`config.mk`:
```
export PLATFORM = sky130hd
export DESIGN_NAME = lrpm_log_stage
export DESIGN_NICKNAME = d
export VERILOG_FILES = /design/src/rtl/lrpm_pkg.sv /design/src/rtl/lrpm_log_stage.sv
export SDC_FILE = /design/constraint.sdc
export NUM_CORES = 2
export LEC_CHECK = 0
export ABC_AREA = 1
export BUFFER_PORTS_ARGS = -buffer_cell sky130_fd_sc_hd__buf_2
export CAP_MARGIN = 40
export CORE_MARGIN = 3
export CORE_UTILIZATION = 34
export DETAILED_ROUTE_END_ITERATION = 8
export GPL_ROUTABILITY_DRIVEN = 0
export SLEW_MARGIN = 20
export SYNTH_ARGS = -nofsm -noshare
export SYNTH_HDL_FRONTEND = slang
export SYNTH_SLANG_ARGS = --single-unit
```
`constraint.sdc`:
```
create_clock -name clk_i -period 1.65 [get_ports clk_i]
set_clock_uncertainty 0.05 [all_clocks]
set_input_delay 0.0825 -clock clk_i [delete_from_list [all_inputs] [get_ports clk_i]]
set_output_delay 0.0825 -clock clk_i [all_outputs]
set_load 0.03 [all_outputs]
```
`src/rtl/lrpm_pkg.sv`:
```
package lrpm_pkg;

  // Pixel and level width.
  localparam int unsigned PixW = 16;
  // Ratio format: unsigned Q1.30 for 2*cur/ref.
  localparam int unsigned QFrac = 30;
  localparam int unsigned YW = QFrac + 1;
  // Fraction bits of the log2 result.
  localparam int unsigned LogFracBits = 24;

  localparam logic [PixW-1:0] LevelMax = {PixW{1'b1}};

  // Control that travels with each word down the pipe.
  typedef struct packed {
    logic valid;
    logic sat_hi;
    logic sat_lo;
  } lrpm_tag_t;

endpackage

```
`src/rtl/lrpm_log_stage.sv`:
```
module lrpm_log_stage
  import lrpm_pkg::*;
(
  input  logic                   clk_i,
  input  logic                   rst_ni,
  input  logic                   en_i,
  input  lrpm_tag_t              tag_i,
  input  logic [YW-1:0]          y_i,
  input  logic [LogFracBits-1:0] frac_i,
  output lrpm_tag_t              tag_o,
  output logic [YW-1:0]          y_o,
  output logic [LogFracBits-1:0] frac_o
);

  lrpm_tag_t              tag_q;
  logic [2*YW-1:0]        sq;
  logic                   bit_set;
  logic [YW-1:0]          y_d, y_q;
  logic [LogFracBits-1:0] frac_d, frac_q;

  // Square in Q1.30; a square of 2 or more yields a one bit and is halved.
  always_comb begin
    sq      = y_i * y_i;
    bit_set = sq[2*YW-1];
    y_d     = bit_set ? sq[2*YW-1 -: YW] : sq[2*YW-2 -: YW];
    frac_d  = {frac_i[LogFracBits-2:0], bit_set};
  end

  always_ff @(posedge clk_i or negedge rst_ni) begin
    if (!rst_ni) begin
      tag_q <= '0;
    end else if (en_i) begin
      tag_q <= tag_i;
    end
  end

  always_ff @(posedge clk_i) begin
    if (en_i) begin
      y_q    <= y_d;
      frac_q <= frac_d;
    end
  end

  assign tag_o  = tag_q;
  assign y_o    = y_q;
  assign frac_o = frac_q;

endmodule

```
After elaboration in Yosys (flattened, before gate mapping) --
Cells that the tools add are included.
Operators by class: multiply operators 1, muxes and demuxes 1
Operators by type and width (count):
- 31-bit by 31-bit multiplier with 62-bit output | 1
- 30-bit two-way mux | 1
Word-level totals: input bits 61, flip-flop bits (word level) 58

Longest topological paths before layout --
word-level depth 2, gate-level depth with buffers 34

Worst setup path after synthesis --
OpenSTA, ideal clock, no wires.
kind input port to flip-flop, start point in y_i[25], end point reg y_q[14], in the netlist y_o[14], data pin, path buffers 3, setup slack -4993 ps, required time 1348 ps, arrival time 6341 ps, stages 30, cells stage by stage clkbuf_1 > buf_1 > nand2_1 > fa_1 > fa_1 > inv_1 > fa_1 > inv_1 > fa_1 > inv_1 > fa_1 > fa_1 > fa_1 > inv_1 > fa_1 > inv_1 > ha_1 > nand2_1 > nand2_1 > a21oi_2 > nand2_1 > nand2_1 > nand2_1 > a21oi_2 > nand2_2 > nand2_1 > nand2_2 > buf_6 > nand2_1 > nand2_1
Between the ends: cells in the longest elaborated chain, start to end 2
RTL lines:
- start: declaration | line lrpm_log_stage.sv:8 | input logic [YW-1:0] y_i,
- 31-bit by 31-bit multiplier with 62-bit output | line lrpm_log_stage.sv:23 | sq = y_i * y_i;
- 30-bit two-way mux | line lrpm_log_stage.sv:25 | y_d = bit_set ? sq[2*YW-1 -: YW] : sq[2*YW-2 -: YW];
- via y_d[14] | line lrpm_log_stage.sv:18 | logic [YW-1:0] y_d, y_q;
- end signal: assignment | line lrpm_log_stage.sv:39 | y_q <= y_d;
- end: declaration | line lrpm_log_stage.sv:18
The timed path passes the listed nets, and every way through them passes these cells. A chain may end at the register's enable or synchronous reset.

Worst setup path in the final report --
start point in y_i[12], end point reg y_q[26], in the netlist y_o[26], data pin
The elaborated chain is that of the path after synthesis.

==> metrics <==
I/O pins 119; Initial Util 34.5%; initial antenna violation count 2; RSZ-0062 raised after global routing yes; sequential cell area 1730 µm²; Die Wd 310 µm; most common cell after layout, fill and taps aside inv_1; drc violations 0; DRT Wirelength 82600 µm; CP endpoint kind register; syn_nets 4988; ys flop type edfxtp_1; CTS tree built; fmax 0.157 GHz; final hold viol count 0; failing checks negative setup slack; root buf cell clkbuf_16; HP Class primary input to async pin; # setup viols final 32; vias per cell 4.42; pre-CTS setup slack -5360 ps; Longest Clk Path Bufs 2; Crit Reg-Reg Startpoint tag_o[1]$_DFFE_PN0P_; total gr overflow 0; DR WL/cell 14.7 µm; Port Buffers 117; crit path from y_i[12]; std cell rows 110; DR top layer met5; largest area contributor in the netlist fa_1; Multi-input gate area 25200 µm²; clock latency on the worst-skew pair 320 ps; Mapped Cells 3911; run status finished with violations; Ys Warns 0; Final nets 5523; via count 24847; WHS 55.9 ps; r2r endpoint tag_o[1]$_DFFE_PN0P_; critical-path maximum fanout 8; largest net degree at the start of global routing 44; Final Max Tran Viols 0; r2r setup slk 850 ps; vias in the first global route 26390; Post-synth EDFFs 55; TritonRoute pass-1 iters 5; TNS Setup -149470 ps; core area 90700 µm²; Distinct cells, synth 37; share of the synthesized area in the top cell type 47.7%; DP Wirelength 72700 µm; Seq/Total Area, Yosys 5.51%; Ant. Diodes 0; Final Util 42.9%; # fillers 9041; worst stage delay on the critical path 600 ps; slowest cell on the critical path fa_1; most frequent cells in the layout 1317 x inv_1, 933 x nand2_1, 730 x fa_1; Synth-to-Final Area Change 24.1%; crit start category primary input; synthesized flop and latch total 58; max-cap violations 0; CTS Buf Count 9; met3 WL 2750 µm; relative slew slack 73.6%; average size of a mapped cell 8.01 µm²; WS Path Type primary input to register; Worst Path Arrival 6370 ps; share of cells above drive strength 1 19.8%; met2 routed WL 41900 µm; fin crit share 385%; Post-Route M1 WL 36500 µm; first-pass GRT wire length 134000 µm; Final Worst Setup Slack -4700 ps; initial drt markers 1197; clock sink count 58; Die H 310 µm; CP Data Required Time 1670 ps; H-tree depth 3; cell area after synthesis 31300 µm²; Final ANT Viol Nets 0; Reg clk slew, reported paths 50 ps; CP most frequent cell nand2_2; reg2reg path depth 1; Overall Global Routing Usage 17.6%; fraction of registers with async set/reset 5.17%; worst slew pin tran 392 ps; synth top area cells fa_1 48%, inv_1 16%, nand2_1 12%, ha_1 11%, edfxtp_1 5.3%; clock period minus worst slack 6350 ps; Die ar. 95800 µm²
-- synth_stat cells (all sizes together) (4+ instances only) --
master	number
a21oi	56
and2	4
buf	18
clkbuf	83
edfxtp	55
fa	747
ha	269
inv	1337
nand2	1052
nand3	67
nand4	15
nor2	114
nor3	9
nor4	5
o21ai	17
o21bai	11
or2	4
xnor2	10
xor2	22
-- flip-flops by register name, summed over array words and instances (netlist names) --
name    count
tag_o       3
frac_o     24
y_o        31
-- cell type report --
type | instances | area share, %
Sequential cell | 58 | 4.44
Timing Repair Buffer | 625 | 13.3
Multi-Input combinational cell | 2415 | 64.9
Clock inverter | 7 | 0.119
Inverter | 1337 | 12.9
Clock buffer | 9 | 0.579
Tap cell | 1176 | 3.79
-- routing by layer --
metal	vias up	global-route usage (%)
met5	-	0
met4	2	2.97
met3	87	0.935
met2	436	31.7
met1	12341	23.7
li1	11981	-
-- critical path, delay by kind of cell --
family,cells,cell delay [ps]
adders and majority gates,9,4380
AOI/OAI and AO/OA,1,200
buffers and inverters,8,810
and+or+nand+nor,13,920
-- cells by family (layout without fill, tap and decap cells) --
logic type               Yosys count  in the layout  synth area share (%)
AND/OR/NAND/NOR                 1275           1275                  16.1
AO/OA/AOI/OAI                     89             89                  1.58
adder cells (fa/ha/maj)         1016           1016                  58.5
XOR/XNOR                          32             32                 0.895
multiplexers                       3              3                 0.108
flip-flops                        58             58                  5.51
buffers and inverters           1438           1978                  17.4
-- per-stage QoR --
step / instance area [µm²] / cells
2_1_floorplan: 31600 / 3911
3_3_place_gp: 36700 / 5558
3_5_place_dp: 36700 / 5558
4_1_cts: 37600 / 5607
5_1_grt: 38900 / 5627
6_report: 38900 / 5627
-- what timing repair did --
action                     in CTS  in global routing
hold endpoints to repair       29                  0
setup endpoints to repair      32                 32
cloned                          1                  9
hold buffers                   27                  0
gates resized for setup        88                246
pin swaps                       6                106
setup buffers                   5                 11
-- how the worst max path moves through the flow --
stage               slack (ps)  depth (start not counted)                 to
global route             -4940                         33  y_o[28]$_DFFE_PP_
finish                   -4700                         31  y_o[26]$_DFFE_PP_
floorplan                -4550                         30  y_o[11]$_DFFE_PP_
global placement         -5380                         25  y_o[24]$_DFFE_PP_
detailed placement       -5360                         25  y_o[24]$_DFFE_PP_
CTS                      -4670                         31  y_o[15]$_DFFE_PP_
Power is left out: the tool's default activity adds up to more than one toggle a clock period on the data nets, which glitch-free logic cannot reach.
